==> config.mk <==
export PLATFORM = sky130hd
export DESIGN_NAME = tank_drive_mixer_slew_limiter_top
export DESIGN_NICKNAME = d
export VERILOG_FILES = /design/src/tdm_pkg.sv /design/src/tdm_front.sv /design/src/tdm_fifo.sv /design/src/tdm_back.sv /design/src/tank_drive_mixer_slew_limiter_top.sv
export SDC_FILE = /design/constraint.sdc
export NUM_CORES = 1
export LEC_CHECK = 0
export ABC_AREA = 1
export BUFFER_PORTS_ARGS = -buffer_cell sky130_fd_sc_hd__buf_4
export CORE_ASPECT_RATIO = 0.9
export CORE_UTILIZATION = 45
export DETAILED_ROUTE_END_ITERATION = 10
export GPL_TIMING_DRIVEN = 0
export PLACE_DENSITY = 0.74
export SETUP_SLACK_MARGIN = 0.1
export SLEW_MARGIN = 0
export SYNTH_ARGS = -nofsm -noshare
export SYNTH_HDL_FRONTEND = slang
export SYNTH_SLANG_ARGS = --single-unit
==> constraint.sdc <==
create_clock -name clk -period 4.6 [get_ports clk]
set_input_delay 0.69 -clock clk [delete_from_list [all_inputs] [get_ports clk]]
set_output_delay 0.69 -clock clk [all_outputs]
set_load 0.03 [all_outputs]
==> src/tdm_pkg.sv <==
// ----------------------------------------------------------------------------
// tdm_pkg: shared types and constants of the tank drive mixer
// Payload structs, queue entry type, configuration register indexes.
// ----------------------------------------------------------------------------
package tdm_pkg;

	localparam int THROTTLE_W = 12;
	localparam int STEER_W    = 12;
	localparam int SPEED_W    = 16;
	localparam int ID_W       = 8;
	localparam int CFG_IDX_W  = 3;
	localparam int CFG_DATA_W = 16;

	// Steering neutral point
	localparam logic [STEER_W-1:0] NEUTRAL_STEER = STEER_W'(1500);

	// Configuration register indexes
	localparam logic [CFG_IDX_W-1:0] REG_MIN_SPEED      = 3'd0;
	localparam logic [CFG_IDX_W-1:0] REG_MAX_SPEED      = 3'd1;
	localparam logic [CFG_IDX_W-1:0] REG_RAMP_STEP      = 3'd2;
	localparam logic [CFG_IDX_W-1:0] REG_LEFT_MOTOR_ID  = 3'd3;
	localparam logic [CFG_IDX_W-1:0] REG_RIGHT_MOTOR_ID = 3'd4;

	// Reset values
	localparam logic [SPEED_W-1:0] MIN_SPEED_RST = 16'd1000;
	localparam logic [SPEED_W-1:0] MAX_SPEED_RST = 16'd2000;
	localparam logic [SPEED_W-1:0] RAMP_STEP_RST = 16'd10;
	localparam logic [ID_W-1:0]    LEFT_ID_RST   = 8'd1;
	localparam logic [ID_W-1:0]    RIGHT_ID_RST  = 8'd2;

	typedef struct packed {
		logic [THROTTLE_W-1:0] throttle;
		logic [STEER_W-1:0]    steering;
		logic                  button;
	} in_item_t;

	typedef struct packed {
		logic               is_right;
		logic [ID_W-1:0]    motor_id;
		logic [SPEED_W-1:0] speed;
		logic               last;
	} out_item_t;

	// Clamped targets handed from front to back
	typedef struct packed {
		logic [SPEED_W-1:0] left_target;
		logic [SPEED_W-1:0] right_target;
	} target_pair_t;

	// Register values seen by the front (clamp bounds)
	typedef struct packed {
		logic [SPEED_W-1:0] min_speed;
		logic [SPEED_W-1:0] max_speed;
	} front_cfg_t;

	// Register values seen by the back (ramp and ids)
	typedef struct packed {
		logic [SPEED_W-1:0] ramp_step;
		logic [ID_W-1:0]    left_motor_id;
		logic [ID_W-1:0]    right_motor_id;
	} back_cfg_t;

endpackage

==> src/tdm_front.sv <==
// ----------------------------------------------------------------------------
// tdm_front: input acceptance and target mixing
// Tracks the button edge and inversion flag, mixes and clamps both targets.
// ----------------------------------------------------------------------------
module tdm_front (
	input  logic                  clk,
	input  logic                  arst_n,
	input  tdm_pkg::front_cfg_t   cfg,
	input  logic                  in_valid,
	output logic                  in_ready,
	input  tdm_pkg::in_item_t     in_data,
	output logic                  push,
	output tdm_pkg::target_pair_t push_data,
	input  logic                  q_full
);

	localparam int SUM_W = 15;
	localparam int CMP_W = tdm_pkg::SPEED_W + 2;

	logic                    button_prev_q;
	logic                    steer_inv_q;
	logic                    inv_next;
	logic signed [SUM_W-1:0] offset;
	logic signed [SUM_W-1:0] offset_adj;
	logic signed [SUM_W-1:0] throttle_s;
	logic signed [SUM_W-1:0] sum_left;
	logic signed [SUM_W-1:0] sum_right;

	function automatic logic [tdm_pkg::SPEED_W-1:0] clamp_target(
		input logic signed [SUM_W-1:0]        sum,
		input logic [tdm_pkg::SPEED_W-1:0]    lo,
		input logic [tdm_pkg::SPEED_W-1:0]    hi
	);
		logic signed [CMP_W-1:0] s;
		logic signed [CMP_W-1:0] lo_s;
		logic signed [CMP_W-1:0] hi_s;
		logic [tdm_pkg::SPEED_W-1:0] r;
		s    = CMP_W'(sum);
		lo_s = $signed({2'b00, lo});
		hi_s = $signed({2'b00, hi});
		priority if (s < lo_s) begin
			r = lo;
		end else if (s > hi_s) begin
			r = hi;
		end else begin
			r = s[tdm_pkg::SPEED_W-1:0];
		end
		return r;
	endfunction

	assign in_ready = !q_full;
	assign push     = in_valid && in_ready;

	// Toggle on a rising button edge; the new flag applies to this beat
	assign inv_next = steer_inv_q ^ (in_data.button & ~button_prev_q);

	always_comb begin
		throttle_s = $signed({{(SUM_W-tdm_pkg::THROTTLE_W){1'b0}}, in_data.throttle});
		offset     = $signed({{(SUM_W-tdm_pkg::STEER_W){1'b0}}, in_data.steering})
			- $signed({{(SUM_W-tdm_pkg::STEER_W){1'b0}}, tdm_pkg::NEUTRAL_STEER});
		offset_adj = inv_next ? -offset : offset;
		sum_left   = throttle_s + offset_adj;
		sum_right  = throttle_s - offset_adj;
		push_data.left_target  = clamp_target(sum_left, cfg.min_speed, cfg.max_speed);
		push_data.right_target = clamp_target(sum_right, cfg.min_speed, cfg.max_speed);
	end

	always_ff @(posedge clk or negedge arst_n) begin
		if (!arst_n) begin
			button_prev_q <= 1'b0;
			steer_inv_q   <= 1'b0;
		end else if (push) begin
			button_prev_q <= in_data.button;
			steer_inv_q   <= inv_next;
		end
	end

endmodule

==> src/tdm_fifo.sv <==
// ----------------------------------------------------------------------------
// tdm_fifo: short queue of target pairs
// Decouples the mixing front from the ramping back.
// ----------------------------------------------------------------------------
module tdm_fifo #(
	parameter int DEPTH = 2
) (
	input  logic                  clk,
	input  logic                  arst_n,
	input  logic                  push,
	input  tdm_pkg::target_pair_t push_data,
	output logic                  full,
	input  logic                  pop,
	output logic                  not_empty,
	output tdm_pkg::target_pair_t pop_data
);

	localparam int PTR_W = (DEPTH > 1) ? $clog2(DEPTH) : 1;
	localparam int CNT_W = $clog2(DEPTH + 1);

	tdm_pkg::target_pair_t mem_q [DEPTH];
	logic [PTR_W-1:0]      wr_ptr_q;
	logic [PTR_W-1:0]      rd_ptr_q;
	logic [CNT_W-1:0]      count_q;

	assign full      = (count_q == CNT_W'(DEPTH));
	assign not_empty = (count_q != '0);
	assign pop_data  = mem_q[rd_ptr_q];

	function automatic logic [PTR_W-1:0] next_ptr(input logic [PTR_W-1:0] p);
		return (p == PTR_W'(DEPTH - 1)) ? '0 : p + PTR_W'(1);
	endfunction

	always_ff @(posedge clk) begin
		if (push) begin
			mem_q[wr_ptr_q] <= push_data;
		end
	end

	always_ff @(posedge clk or negedge arst_n) begin
		if (!arst_n) begin
			wr_ptr_q <= '0;
			rd_ptr_q <= '0;
			count_q  <= '0;
		end else begin
			if (push) begin
				wr_ptr_q <= next_ptr(wr_ptr_q);
			end
			if (pop) begin
				rd_ptr_q <= next_ptr(rd_ptr_q);
			end
			unique case ({push, pop})
				2'b10:   count_q <= count_q + CNT_W'(1);
				2'b01:   count_q <= count_q - CNT_W'(1);
				default: count_q <= count_q;
			endcase
		end
	end

endmodule

==> src/tdm_back.sv <==
// ----------------------------------------------------------------------------
// tdm_back: slew limiting and result sequencing
// Ramps both kept levels toward their targets and emits left, then right.
// ----------------------------------------------------------------------------
module tdm_back (
	input  logic                  clk,
	input  logic                  arst_n,
	input  tdm_pkg::back_cfg_t    cfg,
	input  logic                  q_valid,
	input  tdm_pkg::target_pair_t q_data,
	output logic                  pop,
	output logic                  out_valid,
	input  logic                  out_ready,
	output tdm_pkg::out_item_t    out_data
);

	localparam int W = tdm_pkg::SPEED_W;

	logic                 out_valid_q;
	tdm_pkg::out_item_t   out_data_q;
	logic                 pend_q;
	logic [W-1:0]         pend_speed_q;
	logic [W-1:0]         left_level_q;
	logic [W-1:0]         right_level_q;
	logic [W-1:0]         left_next;
	logic [W-1:0]         right_next;
	logic                 load;

	function automatic logic [W-1:0] ramp_toward(
		input logic [W-1:0] level,
		input logic [W-1:0] target,
		input logic [W-1:0] step
	);
		logic [W:0]   up;
		logic [W:0]   dn;
		logic [W-1:0] r;
		up = {1'b0, level} + {1'b0, step};
		dn = {1'b0, level} - {1'b0, step};
		priority if (level < target) begin
			r = (up > {1'b0, target}) ? target : up[W-1:0];
		end else if (level > target) begin
			// borrow out of the top bit means the step went below zero
			r = (dn[W] || (dn[W-1:0] < target)) ? target : dn[W-1:0];
		end else begin
			r = level;
		end
		return r;
	endfunction

	assign left_next  = ramp_toward(left_level_q, q_data.left_target, cfg.ramp_step);
	assign right_next = ramp_toward(right_level_q, q_data.right_target, cfg.ramp_step);

	assign load      = !out_valid_q || out_ready;
	assign pop       = load && !pend_q && q_valid;
	assign out_valid = out_valid_q;
	assign out_data  = out_data_q;

	always_ff @(posedge clk or negedge arst_n) begin
		if (!arst_n) begin
			out_valid_q   <= 1'b0;
			pend_q        <= 1'b0;
			left_level_q  <= '0;
			right_level_q <= '0;
		end else if (load) begin
			priority if (pend_q) begin
				out_valid_q <= 1'b1;
				pend_q      <= 1'b0;
			end else if (q_valid) begin
				out_valid_q   <= 1'b1;
				pend_q        <= 1'b1;
				left_level_q  <= left_next;
				right_level_q <= right_next;
			end else begin
				out_valid_q <= 1'b0;
			end
		end
	end

	always_ff @(posedge clk) begin
		if (load) begin
			if (pend_q) begin
				out_data_q.is_right <= 1'b1;
				out_data_q.motor_id <= cfg.right_motor_id;
				out_data_q.speed    <= pend_speed_q;
				out_data_q.last     <= 1'b1;
			end else if (q_valid) begin
				out_data_q.is_right <= 1'b0;
				out_data_q.motor_id <= cfg.left_motor_id;
				out_data_q.speed    <= left_next;
				out_data_q.last     <= 1'b0;
				pend_speed_q        <= right_next;
			end
		end
	end

endmodule

==> src/tank_drive_mixer_slew_limiter_top.sv <==
// The left beat passes through the queue and the result register before it is
// offered; the right beat follows from the pending register once the left is taken.
// The single result port carries two beats per input, so the back pops a new target
// pair once both beats of the last are loaded; a QUEUE_DEPTH-entry queue absorbs output stalls.
// Reset: configuration registers return to their defaults, kept levels and inversion flag to 0.
// ----------------------------------------------------------------------------
// tank_drive_mixer_slew_limiter_top: differential drive mixer with slew limit
// Mixes throttle and steering into left/right targets, clamps them, and ramps
// each side's kept level toward its target by at most ramp_step per input.
// ----------------------------------------------------------------------------
module tank_drive_mixer_slew_limiter_top #(
	parameter int QUEUE_DEPTH = 2
) (
	input  logic                                clk,
	input  logic                                arst_n,
	// configuration write port
	input  logic                                cfg_we,
	input  logic [tdm_pkg::CFG_IDX_W-1:0]       cfg_index,
	input  logic [tdm_pkg::CFG_DATA_W-1:0]      cfg_data,
	// input channel
	input  logic                                in_valid,
	output logic                                in_ready,
	input  tdm_pkg::in_item_t                   in_data,
	// result channel
	output logic                                out_valid,
	input  logic                                out_ready,
	output tdm_pkg::out_item_t                  out_data
);

	// Configuration registers
	logic [tdm_pkg::SPEED_W-1:0] min_speed_q;
	logic [tdm_pkg::SPEED_W-1:0] max_speed_q;
	logic [tdm_pkg::SPEED_W-1:0] ramp_step_q;
	logic [tdm_pkg::ID_W-1:0]    left_id_q;
	logic [tdm_pkg::ID_W-1:0]    right_id_q;

	tdm_pkg::front_cfg_t   front_cfg;
	tdm_pkg::back_cfg_t    back_cfg;

	// Front to queue, queue to back
	logic                  push;
	tdm_pkg::target_pair_t push_data;
	logic                  q_full;
	logic                  pop;
	logic                  q_valid;
	tdm_pkg::target_pair_t q_data;

	// Register writes; indexes past the list are dropped.
	always_ff @(posedge clk or negedge arst_n) begin
		if (!arst_n) begin
			min_speed_q <= tdm_pkg::MIN_SPEED_RST;
			max_speed_q <= tdm_pkg::MAX_SPEED_RST;
			ramp_step_q <= tdm_pkg::RAMP_STEP_RST;
			left_id_q   <= tdm_pkg::LEFT_ID_RST;
			right_id_q  <= tdm_pkg::RIGHT_ID_RST;
		end else if (cfg_we) begin
			unique case (cfg_index)
				tdm_pkg::REG_MIN_SPEED:      min_speed_q <= cfg_data;
				tdm_pkg::REG_MAX_SPEED:      max_speed_q <= cfg_data;
				tdm_pkg::REG_RAMP_STEP:      ramp_step_q <= cfg_data;
				tdm_pkg::REG_LEFT_MOTOR_ID:  left_id_q   <= cfg_data[tdm_pkg::ID_W-1:0];
				tdm_pkg::REG_RIGHT_MOTOR_ID: right_id_q  <= cfg_data[tdm_pkg::ID_W-1:0];
				default: ;
			endcase
		end
	end

	assign front_cfg.min_speed     = min_speed_q;
	assign front_cfg.max_speed     = max_speed_q;
	assign back_cfg.ramp_step      = ramp_step_q;
	assign back_cfg.left_motor_id  = left_id_q;
	assign back_cfg.right_motor_id = right_id_q;

	// Front: take the input beat, track the button edge, mix and clamp.
	tdm_front u_front (
		.clk       (clk),
		.arst_n    (arst_n),
		.cfg       (front_cfg),
		.in_valid  (in_valid),
		.in_ready  (in_ready),
		.in_data   (in_data),
		.push      (push),
		.push_data (push_data),
		.q_full    (q_full)
	);

	// Queue: hold clamped target pairs while the back is busy or stalled.
	tdm_fifo #(
		.DEPTH (QUEUE_DEPTH)
	) u_fifo (
		.clk       (clk),
		.arst_n    (arst_n),
		.push      (push),
		.push_data (push_data),
		.full      (q_full),
		.pop       (pop),
		.not_empty (q_valid),
		.pop_data  (q_data)
	);

	// Back: ramp both levels at pop, then advance left beat and right beat.
	tdm_back u_back (
		.clk       (clk),
		.arst_n    (arst_n),
		.cfg       (back_cfg),
		.q_valid   (q_valid),
		.q_data    (q_data),
		.pop       (pop),
		.out_valid (out_valid),
		.out_ready (out_ready),
		.out_data  (out_data)
	);

endmodule
Word level (Yosys, flattened, before mapping)
Memories as Yosys holds them, arrays and structs flattened.
Index checks and enable logic that the tools add are counted.
{ "word_totals": {"ff_bits": 146, "mem_bits_rw": 64, "in_bits": 49, "output_inout_bits": 28, "memories": 1} }
{ "classes": {"add_sub_neg": 12, "magnitude_cmp": 12, "eq_ne": 7, "mux": 23, "n_bitwise": 4, "n_reduce_logical": 20} }
{ "memory_table": {"columns": ["memory", "depth", "word_bits", "read_ports", "rd_clocked_by_memory_dff", "wr", "line_no", "source"], "rows": [
  ["u_fifo.mem_q", 2, 32, 1, 0, 1, "tdm_fifo.sv:21", "tdm_pkg::target_pair_t mem_q [DEPTH];"]
]} }
{ "op_table": {"columns": ["op", "n"], "rows": [
  ["16-bit two-way mux", 12],
  ["16-bit < comparator", 4],
  ["16-bit by 16-bit adder with 17-bit output", 2],
  ["15-bit by 17-bit greater-than comparator with 1-bit output", 2],
  ["17-bit by 16-bit greater-than comparator with 1-bit output", 2],
  ["15-bit by 17-bit < comparator with 1-bit output", 2],
  ["16-bit by 16-bit subtractor with 17-bit output", 2],
  ["16-bit greater-than comparator", 2],
  ["26-bit two-way mux", 1],
  ["25-bit two-way mux", 1],
  ["13-bit by 15-bit adder with 15-bit output", 1],
  ["15-bit two-way mux", 1],
  ["15-bit negator", 1],
  ["13-bit by 15-bit subtractor with 15-bit output", 1],
  ["12-bit by 11-bit subtractor with 13-bit output (second input constant)", 1],
  ["2-bit AND reduction", 6],
  ["1-bit two-way mux", 7],
  ["3-bit by 2-bit equality test with 1-bit output (second input constant)", 2],
  ["2-bit nonzero test", 3],
  ["2-bit equality test (second input constant)", 2],
  ["2-bit case mux with 2 select lines", 1],
  ["3-bit by 1-bit equality test with 1-bit output (second input constant)", 1],
  ["3-bit equality test (second input constant)", 1],
  ["1-bit logical AND", 3],
  ["11 further kinds", 17]
]} }

Logic depth before layout (Yosys ltp)
Gate-level depths: netlist (run 1).
{ "logic_depth": {"word_depth": 8, "ltp_mapped": 36, "depth_no_buf": 35} }

By module
A second synthesis (run 1) with hierarchy kept.
{ "unflattened": {"hier_cells": 2671, "area_unflattened_um2": 19535.0} }
{ "modules_own_cells": {"columns": ["mod", "n_inst", "cells_per_inst", "area_per_inst_um2", "seq_area_each_um2"], "rows": [
  ["tdm_back", 1, 1432, 9801.9, 2082.0],
  ["tdm_front", 1, 761, 4416.7, 50.0],
  ["tdm_fifo", 1, 191, 2701.3, 2021.9],
  ["tank_drive_mixer_slew_limiter_top", 1, 287, 2615.0, 1621.6]
]} }

Worst setup path before layout (run 1)
Ideal clock, no wire load.
{ "synth_path": {"path_kind": "input port to flip-flop", "from": "input port in_data[3] (netlist bit)", "to": "memory u_fifo.mem_q[0][20] (netlist bit), data pin", "t_arrival_ps": 4987, "t_required_ps": 4338, "path_slack_ps": -649, "cell_stages": 29, "n_path_buf": 1, "path_cell_list": "ha_1 > nand2_1 > nand2_2 > xor2_1 > or2_1 > o21ai_0 > xor2_1 > inv_1 > ha_1 > inv_1 > nor3_1 > nand3_1 > o2111ai_1 > a21oi_1 > o21ai_4 > buf_2 > inv_1 > ha_1 > nand2_1 > nor2_1 > nand4_1 > nor4_1 > nor2_1 > o2111ai_1 > nand2_1 > inv_1 > nand2_1 > o21ai_0 > nand2_1"} }
{ "synth_rtl": {"columns": ["element", "line_no", "source"], "rows": [
  ["from (decl)", "tank_drive_mixer_slew_limiter_top.sv:23", "input tdm_pkg::in_item_t in_data,"],
  ["to (decl)", "tdm_fifo.sv:21", null]
]} }

==> metrics.txt, run 1 <==
port bufs=76; worst setup path category=register to register; row cnt=70; number of fill cells=3686; first-pass GRT wire length=between 90 and 100 mm; Post-Place Cells=3040; grt peak-use layer=met2; top cells by area, synth=edfxtp_1 17%, ha_1 17%, nand2_1 13%; clk_lat worst skew=0.54 ns; final setup fails=62; residual DRC count=0; hpwl dp=50.4 mm; area growth from synthesis to layout=23.9%; vias in the first global route=16862; io pins=77; setup slack, reg-to-reg=-0.24 ns; vias per cell=between 5 and 6; Mapped Cells=around 2400; CP top delay family=simple AND/OR/NAND/NOR gates; Seq/Total Area, Yosys=31.2%; Synth cell types=57; final std cells w/o fill=3179; max cap viols=0; Critical Path Slowest Stage Cell=ha_2; worst-case clock skew=0.0186 ns; number of inserted diodes=0; Starting Density=between 40% and 50%; list of most frequent post-synthesis cells=618 x nand2_1, 279 x inv_1, 248 x ha_1; H-tree depth=1; Total GRT Usage=30.0%; worst path required time=4.98 ns; clk root buf=clkbuf_16; Mapped Nets=2726; met1 Usage GRT=between 40 and 50%; Synth Flop Type=edfxtp_1; biggest cell delay along the critical path=~0.4 ns; fin crit period=4.84 ns; RSZ-0062 raised after global routing=yes; Layout Nets=2925; Post-Syn Area=0.0185 sq mm; CTS Buf Count=23; Top cell by count, worst path=nand2_1; Post-synth ARST share=between 40% and 50%; Fin. Hold Viols=0; count leader, synth=nand2_1; Critical Path Start Type=register; total congestion overflow=0; relative slew slack=28.8%; initial antenna violation count=0; Placeable Area=approximately 0.041 sq mm; Die W=216 microns; CTS tree=yes; failing checks=negative setup slack; EDFF count, synth=around 110; final slew viol count=0; Synth Register Bits=209; cell taking the most area after synthesis=edfxtp_1; Tcrit/Tclk final=105%; Avg Inst Size Synth=between 7 and 8 sq um; element type at the critical path end=register; final WL=65.4 mm; hold crit path type=primary input to register; clock net sink count=209; grt met3 use=5.46%; top cell type's share of synthesized area=17.0%; share of layout cells above drive strength 1=between 20% and 30%; die area=0.0420 sq mm; Least-Margin Pin Slew=1.06 ns; final worst slack=-0.242 ns; DRT Pass-1 Iters=6; Arr. time, crit path=5.22 ns; clock-pin slew on the worst setup and hold paths=0.06 ns; maximum fanout along the worst path=7; initial drt markers=~1800; pin count of the biggest net entering global routing=about 110; worst path bufs/invs=5; antenna viol nets, final=0; routability congestion estimate=1.01; status=complete, but fails checks; GR Layer Usage met2=45.9%; Die Y=195 microns; Avg WL per Cell=around 21 microns; Max Root-Sink Buffers=3; Fmax achieved=207 MHz; Vias=18218; synthesis warning total=0
-- placed cells by master, fill, tap and decap left out, types with 78 or more instances in the layout --
cell	count
nand2_1	564
inv_1	254
ha_1	224
a21oi_1	181
buf_4	168
nand3_1	160
o21ai_0	132
edfxtp_1	105
nor2_1	92
dfrtp_1	78
-- cell families after synthesis --
| kind of cell | count (synthesis) | share of synthesized area, % |
|---|---|---|
| AOI/OAI and AO/OA | 419 | 12.3 |
| and+or+nand+nor | 1056 | 25.3 |
| buffers and inverters | 367 | 7.99 |
| xor gates and xnor gates | 88 | 4.24 |
| muxes | 30 | 1.62 |
| DFF | 209 | 31.2 |
| adders and majority gates | 254 | 17.4 |
-- through the flow --
| step | setup TNS, ns | instance area, sq um | worst slack, ns | hold WS, ns | utilization (%) |
|---|---|---|---|---|---|
| 4_1_cts | 0 | 21900 | 0.100 | 0.437 | 53.8 |
| 3_3_place_gp | -67.72 | 20000 | -1.18 | 0.466 | 49.1 |
| 5_1_grt | -20.81 | 23000 | -0.465 | 0.448 | 56.5 |
| 6_report | -8.16 | 23000 | -0.242 | 0.437 | 56.5 |
| 3_5_place_dp | -74.90 | 20000 | -1.27 | 0.476 | 49.3 |
| 2_1_floorplan | -4.09 | 18700 | -0.175 | 0.394 | - |
-- routing by layer --
metal	routed length (microns)	part of all wire (%)
met1	28500	44
met2	28800	44
met3	6000	9.2
met4	2120	3.2
met5	0	0
-- worst register-to-register path: cells and delay by family, from the launching register on --
family	cells	cell delay, ns
xor+xnor	1	0.24
buf+inv	5	0.49
compound gates	2	0.18
fa+ha+maj	2	0.65
flops	1	0.38
simple gates	20	2.73
-- flip-flops by register name, summed over array words and instances, names as in the netlist, 16 cells and up --
| name | flops |
|---|---|
| u_fifo.mem_q | 64 |
| max_speed_q | 16 |
| u_back.left_level_q | 16 |
| ramp_step_q | 16 |
| u_back.pend_speed_q | 16 |
| u_back.right_level_q | 16 |
| min_speed_q | 16 |
| u_back.out_data | 25 |
-- what timing repair did --
item,in CTS,in global routing
pin swaps,87,44
hold buffers,0,1
gates resized for setup,163,188
endpoints found under the setup margin,126,128
buffers inserted,58,37
cloned,4,0
endpoints found under the hold margin,0,6
-- path summary, 6_finish.rpt --
kind / from / endpoint / cells past startpoint
min reg2reg: right_id_q[3] / right_id_q[3] / 2
max: u_front.steer_inv_q / u_fifo.mem_q[0][27] / 30
min: in_valid / u_fifo.wr_ptr_q / 3
max reg2reg: u_front.steer_inv_q / u_fifo.mem_q[0][27] / 30
max in group asynchronous: arst_n / u_back.left_level_q[6] / 3
min in group asynchronous: arst_n / right_id_q[3] / 2
-- area by class of cell --
cell class | count | area, sq um | area share (%)
plain buffers | 76 | 489 | 2.13
flip-flops and latches | 209 | 5790 | 25.2
clock inverters | 13 | 113 | 0.491
well taps | 540 | 676 | 2.94
inverters | 287 | 1140 | 4.95
clock buffers | 29 | 598 | 2.61
repair buffers | 177 | 1450 | 6.33
multi-input cells | 1848 | 12700 | 55.3
Power of run 1 is not shown: default switching activity piles up to over one toggle a cycle in this logic, so the estimate is an artifact.
==> run 2, diff against run 1 <==
--- a/config.mk
+++ b/config.mk
@@ -8,10 +8,11 @@
 export ABC_AREA = 1
 export BUFFER_PORTS_ARGS = -buffer_cell sky130_fd_sc_hd__buf_4
 export CORE_ASPECT_RATIO = 0.9
+export CORE_MARGIN = 2
 export CORE_UTILIZATION = 45
 export DETAILED_ROUTE_END_ITERATION = 10
 export GPL_TIMING_DRIVEN = 0
-export PLACE_DENSITY = 0.74
+export PLACE_DENSITY = 0.71
 export SETUP_SLACK_MARGIN = 0.1
 export SLEW_MARGIN = 0
 export SYNTH_ARGS = -nofsm -noshare
==> constraint.sdc (replaced) <==
create_clock -name clk -period 5.7 [get_ports clk]
set_input_delay 0.855 -clock clk [delete_from_list [all_inputs] [get_ports clk]]
set_output_delay 0.855 -clock clk [all_outputs]
set_load 0.03 [all_outputs]
==> run 2 against run 1 <==
  * The run now ends clean
  * Setup slack better by 0.53 ns
  * Count of clock-buffer cells in the layout increased by 1
  * Sequential share of layout area rose by 2.3 points
  * Critical path depth grew 1
  * Worst hold slack worse by 0.30 ns
  * Non-clock buffer count decreased by 88
  * Register-to-register slack better by 0.69 ns
  * Global-route usage decreased by 1.6 points
  * Clock skew grew 0.0087 ns
  * Cell area down 8.5%
  * Largest cell class unchanged
  * First-iteration DRC count up 7.1%
  * Core utilization down 4.8 points
==> metrics.txt, run 2 (synthesized netlist as in run 1, its figures left out) <==
status=completed; max reg flops=64 (unchanged); r2r startpoint=u_front.button_prev_q; Placeable Area=0.0406 sq mm (unchanged); total congestion overflow=0 (unchanged); row cnt=70 (unchanged); number of inserted diodes=0 (unchanged); Vias=17343 (-4.8%); uppermost routed layer=met4; routability congestion estimate=1.05 (+3.8%); Least-Margin Pin Slew=1.28 ns (+0.225 ns); CP top delay family=simple AND/OR/NAND/NOR gates; Max Root-Sink Buffers=3 (unchanged); Final Core Density=51.7% (-4.8 points); initial antenna violation count=3 (+3); Top cell by count, worst path=nand2_2; Die W=218 microns (+0.93%); area growth from synthesis to layout=13.4%; final design area excluding fillers=0.0210 sq mm (-8.5%); DRT Pass-1 Iters=7 (+1); pin count of the biggest net entering global routing=105 (unchanged); io pins=77 (unchanged); worst setup path category=primary input to register; Worst R2R End=u_fifo.mem_q[0][11]; Register-to-Register Path Depth=35 (+17%); vias in the first global route=16214 (-3.8%); clk root buf=clkbuf_16; clock net sink count=209 (unchanged); Critical Path Start Type=primary input; Fin. Hold Viols=0 (unchanged); final setup fails=0 (-100%); worst-case clock skew=0.0273 ns (+0.00872 ns); maximum fanout along the worst path=7 (unchanged); clock-pin slew on the worst setup and hold paths=0.06 ns (about the same); relative slew slack=13.7% (-15 points); Tcrit/Tclk final=a little over nine tenths; final slew viol count=0 (unchanged); clk_lat worst skew=0.54 ns (about the same); Critical Path Slowest Stage Cell=ha_1; residual DRC count=0 (unchanged); biggest cell delay along the critical path=0.32 ns (-0.07 ns); met2 wire length=26.6 mm (-7.7%); Starting Density=45.6% (unchanged); port bufs=76 (unchanged); element type at the critical path end=register; commonest non-fill, non-tap cell in the layout=nand2_1; Die Y=197 microns (+1.0%); Avg WL per Cell=19.8 microns (-3.8%); Fmax achieved=approximately 180 MHz; Arr. time, crit path=5.67 ns (+0.45 ns); placed cell area=0.0199 sq mm (-0.74%); antenna viol nets, final=0 (unchanged); final WL=61.1 mm (-6.6%); Total GRT Usage=28.3% (-1.6 points); max cap viols=0 (unchanged); number of fill cells=3889 (+5.5%); vias per cell=5.62 (-2.0%); first-pass GRT wire length=93.2 mm (-4.2%); CTS tree=yes; Met3 Routed Length=6.35 mm (+5.9%); RSZ-0062 raised after global routing=no; hpwl dp=49.5 mm (-1.7%); initial drt markers=1892 (+7.1%); Post-Route M1 WL=26.6 mm (-6.7%); share of layout cells above drive strength 1=10.3% (-12 points); H-tree depth=1 (unchanged); largest register by flop count=u_fifo.mem_q; fin crit period=5.41 ns; hold crit path type=primary input to asynchronous set/reset pin; Layout Nets=2835 (-3.1%); commonest cells after routing, fill and taps aside=607 x nand2_1, 277 x inv_1, 246 x ha_1, 195 x a21oi_1, 173 x nand3_1; CTS Buf Count=22 (-4.3%); worst path bufs/invs=5 (unchanged); CTS Hold Bufs=0 (unchanged); worst path required time=5.95 ns (+0.97 ns); setup slack, reg-to-reg=0.45 ns (+0.69 ns); die area=0.0428 sq mm (+2.0%)
[run 2: cell count changes in the layout (fill, tap and decap cells not counted), sizes merged, moves of 3 or more]
| cell | before | now |
|---|---|---|
| clkinv | 12 | 9 |
| clkinvlp | 6 | 2 |
| buf | 208 | 122 |
| bufinv | 1 | 4 |
[run 2: repair_timing]
item / CTS / global route
setup endpoints to repair: 52 / 64
buffers inserted: 3 / 3
endpoints found under the hold margin: 0 / 0
gates resized for setup: 13 / 55
gates cloned: 0 / 0
pin swaps: 5 / 10
[run 2: worst reg2reg max path, delay by kind of cell (launching register included)]
kind / cells / cell delay, ns
xor gates and xnor gates: 1 / 0.20
AOI/OAI and AO/OA: 4 / 0.77
and+or+nand+nor: 19 / 1.97
buffers and inverters: 9 / 1.09
DFF: 1 / 0.38
adders and majority gates: 2 / 0.54
[run 2: per-layer routing]
metal	vias to the layer above	GRT usage (%)
li1	8356	-
met1	8080	39.8
met2	808	44.0
met3	99	6.71
met4	0	6.70
met5	-	0
[run 2: worst max-delay path by stage]
stage                           from                  end  slack, ns  cells past startpoint
final                     in_data[3]  u_fifo.mem_q[0][20]       0.29                     31
after global routing      in_data[3]  u_fifo.mem_q[0][20]       0.03                     31
after CTS                 in_data[3]  u_fifo.mem_q[1][19]       0.13                     30
after detailed placement  in_data[0]  u_fifo.mem_q[0][20]      -1.15                     31
after global placement    in_data[3]  u_fifo.mem_q[0][20]      -1.05                     30
after floorplan           in_data[3]  u_fifo.mem_q[0][20]       0.29                     29
[run 2: layout make-up]
type | count | area (sq um) | share of cell area [%]
Buffer | 79 | 402 | 1.91
Clock buffer | 30 | 622 | 2.96
Timing Repair Buffer | 86 | 714 | 3.40
Tap cell | 540 | 676 | 3.22
Clock inverter | 10 | 158 | 0.751
Sequential cell | 209 | 5780 | 27.5
Inverter | 287 | 1090 | 5.21
Multi-Input combinational cell | 1847 | 11600 | 55.1
[run 2: metrics by stage]
stage	setup TNS, ns	setup WS, ns	hold WS (ns)	std cells
final	0	0.289	0.140	3088
after global routing	0	0.0304	0.138	3088
after CTS	0	0.133	0.452	3085
after detailed placement	-42.21	-1.15	0.447	3042
after global placement	-35.92	-1.05	0.442	3039
after floorplan	0	0.286	0.423	2423
Power of run 2 is left out for the same reason.
==> run 3, diff against run 2 <==
--- a/config.mk
+++ b/config.mk
@@ -5,14 +5,14 @@
 export SDC_FILE = /design/constraint.sdc
 export NUM_CORES = 1
 export LEC_CHECK = 0
-export ABC_AREA = 1
+export ABC_AREA = 0
 export BUFFER_PORTS_ARGS = -buffer_cell sky130_fd_sc_hd__buf_4
 export CORE_ASPECT_RATIO = 0.9
 export CORE_MARGIN = 2
-export CORE_UTILIZATION = 45
+export CORE_UTILIZATION = 54
 export DETAILED_ROUTE_END_ITERATION = 10
 export GPL_TIMING_DRIVEN = 0
-export PLACE_DENSITY = 0.71
+export PLACE_DENSITY = 0.81
 export SETUP_SLACK_MARGIN = 0.1
 export SLEW_MARGIN = 0
 export SYNTH_ARGS = -nofsm -noshare
==> run 3 against run 2 <==
  * Register-to-register slack got worse by 0.27 ns
  * Die area is 18% lower
  * Setup slack got worse by 0.26 ns
  * Synthesized cell count fell by 19%
  * Via count fell by 5.0%
==> metrics.txt, run 3 <==
status=completed; hold crit path type=primary input to asynchronous set/reset pin; share of layout cells above drive strength 1=18.8% (+8.5 points); commonest cells after routing, fill and taps aside=240 x ha_1, 165 x nand2_1, 139 x o21ai_0, 136 x inv_1, 135 x nor2_1; H-tree depth=1 (unchanged); clock net sink count=209 (unchanged); vias per cell=6.44 (+15%); worst path required time=5.97 ns (+0.02 ns); residual DRC count=0 (unchanged); max cap viols=0 (unchanged); CTS tree=yes; Synth cell types=83 (+46%); hpwl dp=45.7 mm (-7.8%); die area=0.0349 sq mm (-18%); Critical Path Start Type=primary input; register area=0.00578 sq mm (about the same); total congestion overflow=0 (unchanged); Die W=197 microns (-9.7%); pin count of the biggest net entering global routing=105 (unchanged); vias in the first global route=15451 (-4.7%); initial drt markers=1964 (+3.8%); Seq/Total Area, Yosys=32.0% (+0.81 points); RSZ-0062 raised after global routing=yes; Placeable Area=0.0329 sq mm (-19%); CTS Buf Count=23 (+4.5%); final worst slack=0.0284 ns (-0.260 ns); Tcrit/Tclk final=99.5% (+4.6 points); first-pass GRT wire length=90.0 mm (-3.4%); EDFF count, synth=105 (unchanged); final setup fails=0 (unchanged); Fin Setup TNS=0 ns (unchanged); clock-pin slew on the worst setup and hold paths=0.07 ns (about the same); fin crit period=5.67 ns (+0.260 ns); routability congestion estimate=1.01 (-3.8%); Hold WS=0.178 ns (+0.0385 ns); max reg flops=64 (unchanged); Avg Inst Size Synth=9.15 sq um (+20%); Synth Flop Type=edfxtp_1; clk_lat worst skew=0.51 ns (-0.03 ns); top cells by area, synth=edfxtp_1 17%, ha_1 17%, dfrtp_1 12%; Total GRT Usage=33.9% (+5.6 points); Fin. Hold Viols=0 (unchanged); worst setup path category=primary input to register; Post-Place Cells=2469 (-19%); count leader, synth=ha_1; worst-case clock skew=0.0130 ns (-0.0143 ns); Post-Syn Area=0.0181 sq mm (-2.5%); Mapped Nets=2276 (-17%); element type at the critical path end=register; Layout Nets=2423 (-15%); final WL=61.0 mm (-0.13%); Arr. time, crit path=5.94 ns (+0.27 ns); multi-input logic area=0.0122 sq mm (+5.3%); Synth Register Bits=209 (unchanged); port bufs=74 (-2.6%); relative slew slack=24.9% (+11 points); Vias=16474 (-5.0%); cell taking the most area after synthesis=edfxtp_1; Post-synth ARST share=49.8% (unchanged); Die Y=177 microns (-9.7%); largest register by flop count=u_fifo.mem_q; area growth from synthesis to layout=17.7%; setup slack, reg-to-reg=0.18 ns (-0.27 ns); Least-Margin Pin Slew=1.12 ns (-0.166 ns); Fmax achieved=176 MHz (-4.6%); number of fill cells=2635 (-32%); synthesis warning total=0 (unchanged); row cnt=63 (-10%); antenna viol nets, final=0 (unchanged); top cell type's share of synthesized area=17.5% (+0.44 points); DRT Pass-1 Iters=6 (-1); list of most frequent post-synthesis cells=248 x ha_1, 169 x o21ai_0, 168 x nand2_1; initial antenna violation count=2 (-1); Mapped Cells=1973 (-19%); maximum fanout along the worst path=10 (+3); Place WS=-1.43 ns (-0.280 ns); Max Root-Sink Buffers=3 (unchanged); clk root buf=clkbuf_16; number of inserted diodes=0 (unchanged); Starting Density=54.8% (+9.2 points); final std cells w/o fill=2558 (-17%); io pins=77 (unchanged); Avg WL per Cell=23.9 microns (+21%); final slew viol count=0 (unchanged); commonest non-fill, non-tap cell in the layout=ha_1
-- run 3: changes by cell type after synthesis, sizes merged, moves of 23 or more --
cell / change
nand3b: -23
mux2i: +29
xor2: -56
nand2b: +26
inv: -145
nand3: -145
nor2b: +27
mux2: +73
nor2: +31
xnor2: +63
a21oi: -84
nand2: -463
a21o: +24
-- run 3: final timing paths --
check / start / endpoint / cells past startpoint
worst max-delay path: in_data[4] / u_fifo.mem_q[1][23] / 25
worst min-delay path: arst_n / u_back.right_level_q[3] / 1
worst max register to register: ramp_step_q[2] / u_back.pend_speed_q[10] / 21
worst min register to register: left_id_q[6] / left_id_q[6] / 1
max in group asynchronous: arst_n / ramp_step_q[3] / 2
min in group clk: left_id_q[6] / left_id_q[6] / 1
-- run 3: layout make-up --
type | count | share of cell area, %
buffer | 79 | 2.11
clock buffer | 28 | 2.80
clock inverter | 13 | 0.795
inverter | 138 | 2.47
multi-input combinational | 1542 | 57.3
sequential | 209 | 27.2
tap | 422 | 2.48
timing repair buffer | 127 | 4.90
-- run 3: critical path: stages --
cell and delay (ns):
buf_6 0.12, ha_4 0.25, nor4b_4 0.30, o21ai_2 0.12, nor3_4 0.22, nand3_2 0.18
nand2_4 0.14, xor2_4 0.08, buf_4 0.15, ha_1 0.34, nand2_1 0.07, o21ai_0 0.16
o21ai_1 0.17, o31ai_2 0.41, xnor2_1 0.19, ha_1 0.33, nand4_1 0.16, nor2_1 0.22
o21ai_0 0.12, a31oi_1 0.23, o31a_1 0.25, o21ai_4 0.10, clkbuf_4 0.24, mux2i_1 0.16
o21ai_1 0.37
-- run 3: cell families after synthesis --
logic type      Yosys count  share of synthesized area [%]
xor+xnor                 95                           4.61
fa+ha+maj               254                           17.8
compound gates          516                           18.4
buf+inv                 222                           4.95
flops                   209                           32.0
simple gates            545                           14.3
mux                     132                           7.82
-- run 3: repair_timing --
action | in CTS | in global routing
hold buffers | 0 | 0
buffers inserted | 28 | 23
resized for setup | 88 | 96
pin swaps | 21 | 46
hold endpoints to repair | 0 | 0
endpoints found under the setup margin | 127 | 117
-- run 3: routing by layer --
layer | wire, microns | GRT usage, %
met3 | 6520 | 6.01
met5 | 12 | 0
met1 | 25500 | 48.3
met4 | 2260 | 11.5
met2 | 26700 | 52.1
-- run 3: stage by stage --
step	util [%]	cell area (sq um)
floorplan	-	18100
CTS	62.4	20600
global route	64.5	21300
finish	64.5	21300
global placement	58.4	19200
detailed placement	58.4	19200
Power of run 3 is left out for the same reason.
